### config.mk
export PLATFORM = sky130hd
export DESIGN_NAME = stepper_joint_step_generator
export DESIGN_NICKNAME = d
export VERILOG_FILES = /design/src/hdl/sjsg_pkg.sv /design/src/hdl/stepper_joint_step_generator.sv
export SDC_FILE = /design/constraint.sdc
export NUM_CORES = 2
export LEC_CHECK = 0
export CAP_MARGIN = 10
export CORE_MARGIN = 2
export CORE_UTILIZATION = 53
export CTS_CLUSTER_DIAMETER = 50
export DETAILED_ROUTE_END_ITERATION = 10
export DONT_BUFFER_PORTS = 1
export GPL_TIMING_DRIVEN = 0
export PLACE_DENSITY = 0.78
export SLEW_MARGIN = 20
export SYNTH_ARGS = -nofsm -noshare
export SYNTH_HDL_FRONTEND = slang
export SYNTH_SLANG_ARGS = --single-unit
### constraint.sdc
create_clock -name i_clk -period 8 [get_ports i_clk]
set_input_delay 0.8 -clock i_clk [delete_from_list [all_inputs] [get_ports i_clk]]
set_output_delay 0.8 -clock i_clk [all_outputs]
set_load 0.005 [all_outputs]
### src/hdl/sjsg_pkg.sv
package sjsg_pkg;

    localparam int JOINTS       = 6;
    localparam int PERIOD_MAX   = 20000;
    localparam int PERIOD_MIN   = 2;
    localparam int PERIOD_SCALE = 200000;
    localparam int WIN_LO_MS    = 100;
    localparam int WIN_HI_MS    = 200;
    localparam int COUNT_MAX    = 32767;
    localparam int SPEED_MAX    = 65535;
    localparam int SPEED_SCALE  = 100;

    localparam int JNT_W   = 3;
    localparam int POS_W   = 32;
    localparam int VEL_W   = 16;
    localparam int DT_W    = 16;
    localparam int PER_W   = 15;
    localparam int SPD_W   = 16;
    localparam int MASK_W  = 6;
    localparam int MAG_W   = POS_W + 1;
    localparam int NUM_W   = 40;
    localparam int SCALE_W = 18;
    localparam int CNT_W   = 6;

    localparam int IN_W   = 104;
    localparam int OUT_W  = 40;
    localparam int ADDR_W = 3;
    localparam int DATA_W = 32;

    localparam logic REG_ROT = 1'b0;
    localparam logic REG_LIM = 1'b1;

    typedef enum logic [5:0] {
        S_IDLE = 6'b000001,
        S_EVAL = 6'b000010,
        S_MAG  = 6'b000100,
        S_DIV  = 6'b001000,
        S_POST = 6'b010000,
        S_OUT  = 6'b100000
    } t_state;

    typedef enum logic [1:0] {
        OP_SPEED = 2'd0,
        OP_WANT  = 2'd1,
        OP_HAVE  = 2'd2
    } t_divop;

endpackage

### src/hdl/stepper_joint_step_generator.sv
// flow: a tick, an update outside the time window or a joint out of range goes from input
// accept through evaluation to the output stage; an in-window update that keeps the period
// adds a magnitude step, a restoring divider pass for the speed and a post step; one that
// recomputes it adds two more divider passes, each with a post step; the next item is taken
// in the cycle after its result is loaded; a result held by m_axis_tready stalls S_OUT
// reset: synchronous active low, clears masks, per-joint state and output valid
module stepper_joint_step_generator (
    input  logic                          i_clk,
    input  logic                          i_rst_n,
    input  logic                          s_axis_tvalid,
    output logic                          s_axis_tready,
    // joint[2:0], target_position[34:3], actual_position[66:35],
    // target_velocity[82:67], limit_active[83], elapsed_ms[99:84], zero pad
    input  logic [sjsg_pkg::IN_W-1:0]     s_axis_tdata,
    // command[0]
    input  logic [0:0]                    s_axis_tuser,
    output logic                          m_axis_tvalid,
    input  logic                          m_axis_tready,
    // step_pulse[0], direction[1], at_target[2], blocked[3], velocity_error[4],
    // period_now[19:5], measured_speed[35:20], zero pad
    output logic [sjsg_pkg::OUT_W-1:0]    m_axis_tdata,
    input  logic                          psel,
    input  logic                          penable,
    input  logic                          pwrite,
    input  logic [sjsg_pkg::ADDR_W-1:0]   paddr,
    input  logic [sjsg_pkg::DATA_W-1:0]   pwdata,
    output logic [sjsg_pkg::DATA_W-1:0]   prdata,
    output logic                          pready
);
    import sjsg_pkg::*;

    t_state                    r_state, n_state;
    t_divop                    r_op, n_op;
    logic [MASK_W-1:0]         r_rot, n_rot, r_lmask, n_lmask;
    logic [PER_W-1:0]          r_per [JOINTS], n_per [JOINTS];
    logic [PER_W-1:0]          r_tcnt [JOINTS], n_tcnt [JOINTS];
    logic                      r_zf [JOINTS], n_zf [JOINTS];
    logic [POS_W-1:0]          r_last [JOINTS], n_last [JOINTS];

    logic                      r_cmd, n_cmd;
    logic [JNT_W-1:0]          r_joint, n_joint;
    logic [POS_W-1:0]          r_tpos, n_tpos, r_apos, n_apos;
    logic [VEL_W-1:0]          r_tvel, n_tvel;
    logic                      r_lim, n_lim;
    logic [DT_W-1:0]           r_dt, n_dt;

    logic                      r_step, n_step, r_blk, n_blk;
    logic [SPD_W-1:0]          r_speed, n_speed;
    logic [MAG_W-1:0]          r_mag, n_mag;
    logic [NUM_W-1:0]          r_num, n_num;
    logic [SPD_W-1:0]          r_rem, n_rem, r_den, n_den;
    logic [CNT_W-1:0]          r_cnt, n_cnt;
    logic [SCALE_W-1:0]        r_want, n_want;

    logic                      r_mvalid, n_mvalid;
    logic [OUT_W-1:0]          r_mdata, n_mdata;

    logic                      w_gt;
    logic                      w_at, w_jv, w_dir;
    logic [JNT_W-1:0]          w_j;

    assign w_j     = r_joint;
    assign w_jv    = r_joint < JNT_W'(JOINTS);
    assign w_gt    = signed'(r_tpos) > signed'(r_apos);
    assign w_at    = r_tpos == r_apos;
    assign w_dir   = w_jv && !w_at && (w_gt ^ r_rot[w_j]);

    assign s_axis_tready = r_state == S_IDLE;
    assign m_axis_tvalid = r_mvalid;
    assign m_axis_tdata  = r_mdata;
    assign pready        = 1'b1;
    assign prdata        = (paddr[2] == REG_LIM) ? DATA_W'(r_lmask) : DATA_W'(r_rot);

    always_comb begin
        logic [PER_W-1:0]    cnt1;
        logic [MAG_W:0]      diff;
        logic [SPD_W:0]      shifted;
        logic                ge;
        logic [SPD_W-1:0]    sat;
        logic signed [PER_W+1:0] np;

        n_state  = r_state;
        n_op     = r_op;
        n_rot    = r_rot;
        n_lmask  = r_lmask;
        n_per    = r_per;
        n_tcnt   = r_tcnt;
        n_zf     = r_zf;
        n_last   = r_last;
        n_cmd    = r_cmd;
        n_joint  = r_joint;
        n_tpos   = r_tpos;
        n_apos   = r_apos;
        n_tvel   = r_tvel;
        n_lim    = r_lim;
        n_dt     = r_dt;
        n_step   = r_step;
        n_blk    = r_blk;
        n_speed  = r_speed;
        n_mag    = r_mag;
        n_num    = r_num;
        n_rem    = r_rem;
        n_den    = r_den;
        n_cnt    = r_cnt;
        n_want   = r_want;
        n_mvalid = r_mvalid;
        n_mdata  = r_mdata;
        cnt1     = '0;
        diff     = '0;
        shifted  = '0;
        ge       = 1'b0;
        sat      = '0;
        np       = '0;

        if (psel && penable && pwrite) begin
            if (paddr[2] == REG_LIM) begin
                n_lmask = pwdata[MASK_W-1:0];
            end else begin
                n_rot = pwdata[MASK_W-1:0];
            end
        end

        if (r_mvalid && m_axis_tready) begin
            n_mvalid = 1'b0;
        end

        case (r_state)
            S_IDLE: begin
                if (s_axis_tvalid) begin
                    n_cmd   = s_axis_tuser[0];
                    n_joint = s_axis_tdata[2:0];
                    n_tpos  = s_axis_tdata[34:3];
                    n_apos  = s_axis_tdata[66:35];
                    n_tvel  = s_axis_tdata[82:67];
                    n_lim   = s_axis_tdata[83];
                    n_dt    = s_axis_tdata[99:84];
                    n_state = S_EVAL;
                end
            end
            S_EVAL: begin
                n_step  = 1'b0;
                n_blk   = 1'b0;
                n_speed = '0;
                n_state = S_OUT;
                if (w_jv) begin
                    if (!r_cmd) begin
                        if (!w_at) begin
                            if (r_lim && (w_dir == r_lmask[w_j])) begin
                                n_blk = 1'b1;
                            end else begin
                                cnt1 = (r_tcnt[w_j] < PER_W'(COUNT_MAX)) ?
                                       r_tcnt[w_j] + 1'b1 : r_tcnt[w_j];
                                if (!r_zf[w_j] && cnt1 >= r_per[w_j]) begin
                                    n_tcnt[w_j] = '0;
                                    n_step      = 1'b1;
                                end else begin
                                    n_tcnt[w_j] = cnt1;
                                end
                            end
                        end
                    end else if (r_dt >= DT_W'(WIN_LO_MS) && r_dt <= DT_W'(WIN_HI_MS)) begin
                        diff    = {{2{r_apos[POS_W-1]}}, r_apos}
                                - {{2{r_last[w_j][POS_W-1]}}, r_last[w_j]};
                        n_mag   = diff[MAG_W] ? MAG_W'(~diff + 1'b1) : diff[MAG_W-1:0];
                        n_state = S_MAG;
                    end
                end
            end
            S_MAG: begin
                n_num   = NUM_W'(r_mag) * NUM_W'(SPEED_SCALE);
                n_rem   = '0;
                n_den   = r_dt;
                n_cnt   = CNT_W'(NUM_W);
                n_op    = OP_SPEED;
                n_state = S_DIV;
            end
            S_DIV: begin
                shifted = {r_rem, r_num[NUM_W-1]};
                ge      = shifted >= {1'b0, r_den};
                n_rem   = ge ? SPD_W'(shifted - {1'b0, r_den}) : shifted[SPD_W-1:0];
                n_num   = {r_num[NUM_W-2:0], ge};
                n_cnt   = r_cnt - 1'b1;
                if (r_cnt == CNT_W'(1)) begin
                    n_state = S_POST;
                end
            end
            S_POST: begin
                n_state = S_OUT;
                case (r_op)
                    OP_SPEED: begin
                        sat     = (r_num > NUM_W'(SPEED_MAX)) ? SPD_W'(SPEED_MAX)
                                                              : r_num[SPD_W-1:0];
                        n_speed = sat;
                        if (!w_at) begin
                            n_zf[w_j] = r_tvel == '0;
                            if (r_tvel != '0) begin
                                if (sat == '0) begin
                                    n_per[w_j] = PER_W'(PERIOD_MAX);
                                end else begin
                                    n_num   = NUM_W'(PERIOD_SCALE) << (NUM_W - SCALE_W);
                                    n_rem   = '0;
                                    n_den   = r_tvel;
                                    n_cnt   = CNT_W'(SCALE_W);
                                    n_op    = OP_WANT;
                                    n_state = S_DIV;
                                end
                            end
                        end
                    end
                    OP_WANT: begin
                        n_want  = r_num[SCALE_W-1:0];
                        n_num   = NUM_W'(PERIOD_SCALE) << (NUM_W - SCALE_W);
                        n_rem   = '0;
                        n_den   = r_speed;
                        n_cnt   = CNT_W'(SCALE_W);
                        n_op    = OP_HAVE;
                        n_state = S_DIV;
                    end
                    OP_HAVE: begin
                        np = signed'({2'b00, r_per[w_j]});
                        if (r_want > r_num[SCALE_W-1:0]) begin
                            np = np + signed'((PER_W+2)'(1));
                        end else if (r_want < r_num[SCALE_W-1:0]) begin
                            np = np - signed'((PER_W+2)'(1));
                        end
                        if (np < signed'((PER_W+2)'(PERIOD_MIN))) begin
                            np = signed'((PER_W+2)'(PERIOD_MIN));
                        end
                        if (np > signed'((PER_W+2)'(PERIOD_MAX))) begin
                            np = signed'((PER_W+2)'(PERIOD_MAX));
                        end
                        n_per[w_j]  = np[PER_W-1:0];
                        n_last[w_j] = r_apos;
                    end
                    default: begin
                        n_state = S_OUT;
                    end
                endcase
            end
            S_OUT: begin
                if (!r_mvalid || m_axis_tready) begin
                    n_mvalid = 1'b1;
                    if (w_jv) begin
                        n_mdata = OUT_W'({r_speed, r_per[w_j], r_zf[w_j],
                                          r_blk, w_at, w_dir, r_step});
                    end else begin
                        n_mdata = '0;
                    end
                    n_state = S_IDLE;
                end
            end
            default: begin
                n_state = S_IDLE;
            end
        endcase
    end

    always_ff @(posedge i_clk) begin
        if (!i_rst_n) begin
            r_state  <= S_IDLE;
            r_mvalid <= 1'b0;
            r_rot    <= '0;
            r_lmask  <= '0;
            for (int k = 0; k < JOINTS; k++) begin
                r_per[k]  <= '0;
                r_tcnt[k] <= '0;
                r_zf[k]   <= 1'b0;
                r_last[k] <= '0;
            end
        end else begin
            r_state  <= n_state;
            r_mvalid <= n_mvalid;
            r_rot    <= n_rot;
            r_lmask  <= n_lmask;
            r_per    <= n_per;
            r_tcnt   <= n_tcnt;
            r_zf     <= n_zf;
            r_last   <= n_last;
        end
    end

    always_ff @(posedge i_clk) begin
        r_op    <= n_op;
        r_cmd   <= n_cmd;
        r_joint <= n_joint;
        r_tpos  <= n_tpos;
        r_apos  <= n_apos;
        r_tvel  <= n_tvel;
        r_lim   <= n_lim;
        r_dt    <= n_dt;
        r_step  <= n_step;
        r_blk   <= n_blk;
        r_speed <= n_speed;
        r_mag   <= n_mag;
        r_num   <= n_num;
        r_rem   <= n_rem;
        r_den   <= n_den;
        r_cnt   <= n_cnt;
        r_want  <= n_want;
        r_mdata <= n_mdata;
    end

endmodule
; ---- After elaboration in Yosys (flattened, before gate mapping)
; Cells that the tools add are included.
[classes]
add_sub_neg = 7
mul = 1
order_cmp = 15
eq_ne = 22
muxes = 89
bitwise_logic = 13
reduce_logical = 37
[ops]
columns = cell, count
row1 = 90-bit two-way mux, 4
row2 = 192-bit bitwise mux, 1
row3 = 90-bit bitwise mux, 2
row4 = 90-bit one-hot mux with 2 select lines, 1
row5 = 16-bit two-way mux, 9
row6 = 15-bit two-way mux, 9
row7 = 16-bit one-hot mux with 2 select lines, 4
row8 = 40-bit two-way mux, 3
row9 = 40-bit one-hot mux with 3 select lines, 1
row10 = 17-bit two-way mux, 7
row11 = 32-bit binary-select mux with 3-bit select, 1
row12 = 32-bit demux with 3-bit select, 1
row13 = 32-bit two-way mux, 3
row14 = 90-bit AND, 1
row15 = 15-bit binary-select mux with 3-bit select, 2
row16 = 90-bit NOT, 1
row17 = 40-bit one-hot mux with 2 select lines, 1
row18 = 6-bit two-way mux, 13
row19 = 60-bit AND, 1
row20 = 60-bit NOT, 1
row21 = 16-bit one-hot mux with 3 select lines, 1
row22 = 15-bit demux with 3-bit select, 1
row23 = "40-bit by 16-bit > comparator with 1-bit output, second input constant", 1
row24 = "33-bit by 5-bit multiplier with 38-bit output, second input constant", 1
row25 = 64 further kinds, 114
[word_totals]
register_bits = 687
in_bits = 147
out_inout_bits = 75
wordCells = 231

; ---- Logic depth before layout (Yosys ltp)
[depth]
word_depth = 19
mapped_depth = 28
mapped_depth_nobuf = 21

; ---- Least setup slack after synthesis
; No wires, ideal clock.
[synth_timing]
path_kind = register -> register
from = reg r_joint[1]
to = reg r_mag[30] (data pin)
setup_time_ps = 262
t_arrival_ps = 6261
required_ps = 7738
path_slack_ps = 1477
path_stages_with_launch = 24
path_buffers = 9
period_less_slack_ps = 6523
path_cell_list = edfxtp_1 > buf_2 > buf_6 > buf_6 > buf_4 > buf_2 > buf_2 > clkbuf_1 > clkbuf_1 > clkbuf_1 > mux4_2 > a21oi_1 > ha_1 > nor2b_1 > o2111a_1 > o32a_1 > a41oi_1 > mux2i_1 > a211o_1 > or4b_2 > nor4_2 > nand3_1 > o31ai_1 > xnor2_1
[synth_via]
elab_chain_len = 8
[synth_lines]
columns = element, line
row1 = "start, declared", stepper_joint_step_generator.sv:41  ; logic [JNT_W-1:0] r_joint, n_joint;
row2 = "start signal, assigned", stepper_joint_step_generator.sv:285  ; r_joint <= n_joint;
row3 = 3-bit NOT with 4-bit output (implied by the code) (*), stepper_joint_step_generator.sv:163  ; - {{2{r_last[w_j][POS_W-1]}}, r_last[w_j]};
row4 = 32-bit binary-select mux with 3-bit select (*), stepper_joint_step_generator.sv:163
row5 = 32-bit two-way mux (implied by the code) (*) (2 in series), stepper_joint_step_generator.sv:163
row6 = 32-bit by 32-bit subtractor with 33-bit output (*), stepper_joint_step_generator.sv:163
row7 = 33-bit NOT, stepper_joint_step_generator.sv:164  ; n_mag = diff[MAG_W] ? MAG_W'(~diff + 1'b1) : diff[MAG_W-1:0];
row8 = 33-bit by 1-bit adder with 33-bit output, stepper_joint_step_generator.sv:164
row9 = 33-bit two-way mux (*), stepper_joint_step_generator.sv:164
row10 = "end signal, assigned", stepper_joint_step_generator.sv:294  ; r_mag <= n_mag;
row11 = "end, declared", stepper_joint_step_generator.sv:49  ; logic [MAG_W-1:0] r_mag, n_mag;
; Mark *: on every way between the ends. The rest lies on a longest branch, timed or not. The select of a mux whose other input is x is not followed.
; A chain may end at the register's enable or synchronous reset.

; ---- Worst setup path in the final report
[layout_timing]
from = reg r_joint[0]
to = reg r_mag[30] (data pin)
; Same word-level chain as after synthesis.

==> impl_metrics.json <==
{
  "crit_path_max_fanout": 19,
  "yosys-top-cells-count": "nand2_1 (665), dfxtp_1 (397), edfxtp_1 (286), inv_1 (267), ha_1 (223)",
  "dieHeight_um": 270,
  "synth_warnings": 0,
  "htreeDepth": 3,
  "synth_top_cell_area_share": 0.229,
  "avgViaCountPerCell": 6.03,
  "synth_largest_area_cell": "edfxtp_1",
  "startpoint_type": "register",
  "dpl.hpwl_um": 78500,
  "grt_pass1_vias": 29300,
  "final_hold_viol_count": 0,
  "syn_area_per_cell_um2": 9.53,
  "clk_pin_slew_ps": 60,
  "hold_class": "input pin to register",
  "drive_above_1_share": 0.0752,
  "ys.flop_type": "dfxtp_1",
  "firstDrtPassIters": 8,
  "final_area_um2": 41900,
  "synthCells": 3938,
  "drv_cap": 0,
  "drt-wirelength-per-cell_um": 21.1,
  "ys_seq_area_frac": 0.441,
  "syn_to_final_growth_pct": 11.5,
  "post_cts_buffers": 0,
  "track_usage": 0.286,
  "synth_edf_count": 286,
  "p_switching_mw": 2.41,
  "fin_crit_ps": 7680,
  "cp.arrival_ps": 8070,
  "placed_cell_area_um2": 39000,
  "path_class": "register to register",
  "period_share": 0.960,
  "die_area_um2": 72900,
  "grt_pass1_wl_um": 165000,
  "cts_tree": "done",
  "port_buffers": 0,
  "core_um2": 70000,
  "fp.dieW_um": 270,
  "synth.most_common_cell": "nand2_1",
  "clock_latency_ps": 660,
  "pwr-share-comb": 0.118,
  "dp.cells": 4913,
  "numCtsBuffers": 87,
  "cpMostUsedCell": "buf_4",
  "fmax_mhz": 130,
  "io_pins": 222,
  "finalClockSkew_ps": 30.5,
  "total_power_mw": 8.72,
  "drc": 0,
  "routed_wl_um": 107000,
  "fin_hold_ws_ps": 234,
  "synth_area_um2": 37500,
  "drtAntennaViolNets": 0,
  "num_rows": 97,
  "yosys-top-cells-area": "edfxtp_1 (23%), dfxtp_1 (21%), ha_1 (7.4%)",
  "grt_overflow": 0,
  "end_kind": "register",
  "vias": 30600,
  "path_cells": "buf_2 -> buf_4 -> buf_4 -> buf_4 -> buf_2 -> clkbuf_4 -> clkbuf_1 -> mux2i_1 -> nor2_1 -> a21oi_1 -> ha_1 -> nor2b_1 -> o2111a_1 -> o32a_1 -> a41oi_1 -> mux2i_1 -> a211o_1 -> or4b_2 -> nor4_2 -> nand3_1 -> o31ai_1 -> xnor2_1",
  "power.density_nw_per_um2": 208,
  "status": "finished, final reports clean",
  "crit_start": "r_joint[0]$_DFFE_PP_",
  "slowest_delay_ps": 660,
  "finalNonFillerCells": 5076,
  "setup_viol": 0,
  "critPathRequiredTime_ps": 8390,
  "relSlewSlack": 0.194,
  "p_int_mw": 6.32,
  "worstMarginPinSlew_ps": 1210,
  "yosysUniqueCellTypes": 93,
  "critPathSlowestCell": "or4b_2",
  "clockPowerShare": 0.441,
  "grt_max_degree": 59,
  "tns_ps": 0,
  "peakVddDrop_v": 0.000202,
  "slew_viol_final": 0,
  "initial_utilization": 0.536,
  "clock-sinks": 683,
  "rsz0062_at_grt": "no",
  "drt_iter0_markers": 3479,
  "antenna_found_initial": 3,
  "clockRootBuffer": "clkbuf_16",
  "seq_power_share": 0.441,
  "swShare": 0.276,
  "gp_congestion": 0.969,
  "min_from": "s_axis_tdata[39]",
  "cts_max_path_buffers": 3,
  "synth_seq_cells": 683,
  "nets": 4460,
  "r2r_start": "r_joint[0]$_DFFE_PP_",
  "async_reset_ff_frac": 0,
  "p_leak_nw": 16.7,
  "fill_cells": 5884
}
[critical path: cells and delay by family (launching register included)]
family | cells | cell delay (ps)
XOR/XNOR | 1 | 100
buffers and inverters | 7 | 2630
multiplexers | 2 | 500
adder cells (fa/ha/maj) | 1 | 310
flip-flops | 1 | 330
AND/OR/NAND/NOR | 5 | 1570
AO/OA/AOI/OAI | 6 | 1940
[state kept, by name, summed over array words and instances, names as in the netlist, 3 cells and up]
name	cells
m_axis_tdata	36
r_apos	32
r_cnt	6
r_den	16
r_dt	16
r_joint	3
r_last	192
r_lmask	6
r_mag	33
r_num	40
r_per	90
r_rem	16
r_rot	6
r_speed	16
r_state	6
r_tcnt	90
r_tpos	32
r_tvel	16
r_want	18
r_zf	6
[power by group through the flow]
stage               sequential, mW  clock [mW]  combinational, mW
finish                        3.85        3.85               1.03
floorplan                     3.87           0              0.699
global route                  3.85        4.01               1.11
global placement              3.93           0              0.980
CTS                           3.84        3.86               1.01
detailed placement            3.91           0               1.00
[cells in the final DEF (no fill, tap or decap), types with 21 or more instances in the layout]
master and n:
nor2b_1 47, a22o_1 24, buf_2 23, a221oi_1 24, fa_1 30, conb_1 31, buf_4 42, ha_1 223
and2_1 37, mux2i_1 184, a22oi_1 48, a32o_1 51, nand3_1 62, a31oi_1 21, mux2_2 28, dfxtp_1 397
nand2_1 665, xor2_1 42, edfxtp_1 286, nor2_1 195, clkbuf_16 88, nand4_1 29, o21bai_1 27, nor3_1 49
clkbuf_1 161, a21boi_0 207, inv_1 267, o31ai_1 30, o21ai_0 155, xnor2_1 80, a21o_1 52, a21oi_1 143
nor4_1 23
[layout make-up]
type                    instances  area (µm²)  share of cell area
multi-input cells            2785       19100               0.455
flip-flops and latches        683       16500               0.395
clock buffers                 113        2380              0.0568
well taps                     940        1180              0.0281
plain buffers                 228        1080              0.0258
inverters                     269        1010              0.0241
clock inverters                49         465              0.0111
repair buffers                  6         136             0.00326
diodes                          3        7.51            0.000179
[metrics by stage]
step	util	setup WS, ps
after global placement	0.554	-644
after floorplan	-	1480
after CTS	0.597	253
after detailed placement	0.557	-697
final	0.598	317
after global routing	0.598	3.60
[worst paths after layout]
kind                                                end  slack, ps  depth (start not counted)
worst max register to register      r_mag[30]$_DFFE_PP_        320                         22
worst min-delay path                r_apos[4]$_DFFE_PP_        230                          0
worst max-delay path                r_mag[30]$_DFFE_PP_        320                         22
worst min register to register  r_tcnt[80]$_SDFFE_PN0P_        460                          2
[cell families (layout without fill, tap and decap cells)]
family | after synthesis | count (layout) | synth area share
other | 2 | 34 | 0.000200
AO/OA/AOI/OAI | 916 | 916 | 0.171
adder cells (fa/ha/maj) | 253 | 253 | 0.0904
buffers and inverters | 499 | 665 | 0.0557
AND/OR/NAND/NOR | 1238 | 1238 | 0.149
XOR/XNOR | 124 | 124 | 0.0293
flip-flops | 683 | 683 | 0.441
multiplexers | 223 | 223 | 0.0635
[routing by layer]
layer  vias to the layer above  global-route usage  share of wire
met5                         -                   0              0
met1                     14500               0.373           0.40
met3                       311              0.0552          0.096
li1                      14200                   -              -
met4                         0               0.122          0.044
met2                      1612               0.463           0.46
[what timing repair did]
action,CTS,global route
resized for setup,2,4
hold buffers,0,0
endpoints found under the setup margin,28,5
Note: power is estimated with default switching activity, not from simulation.
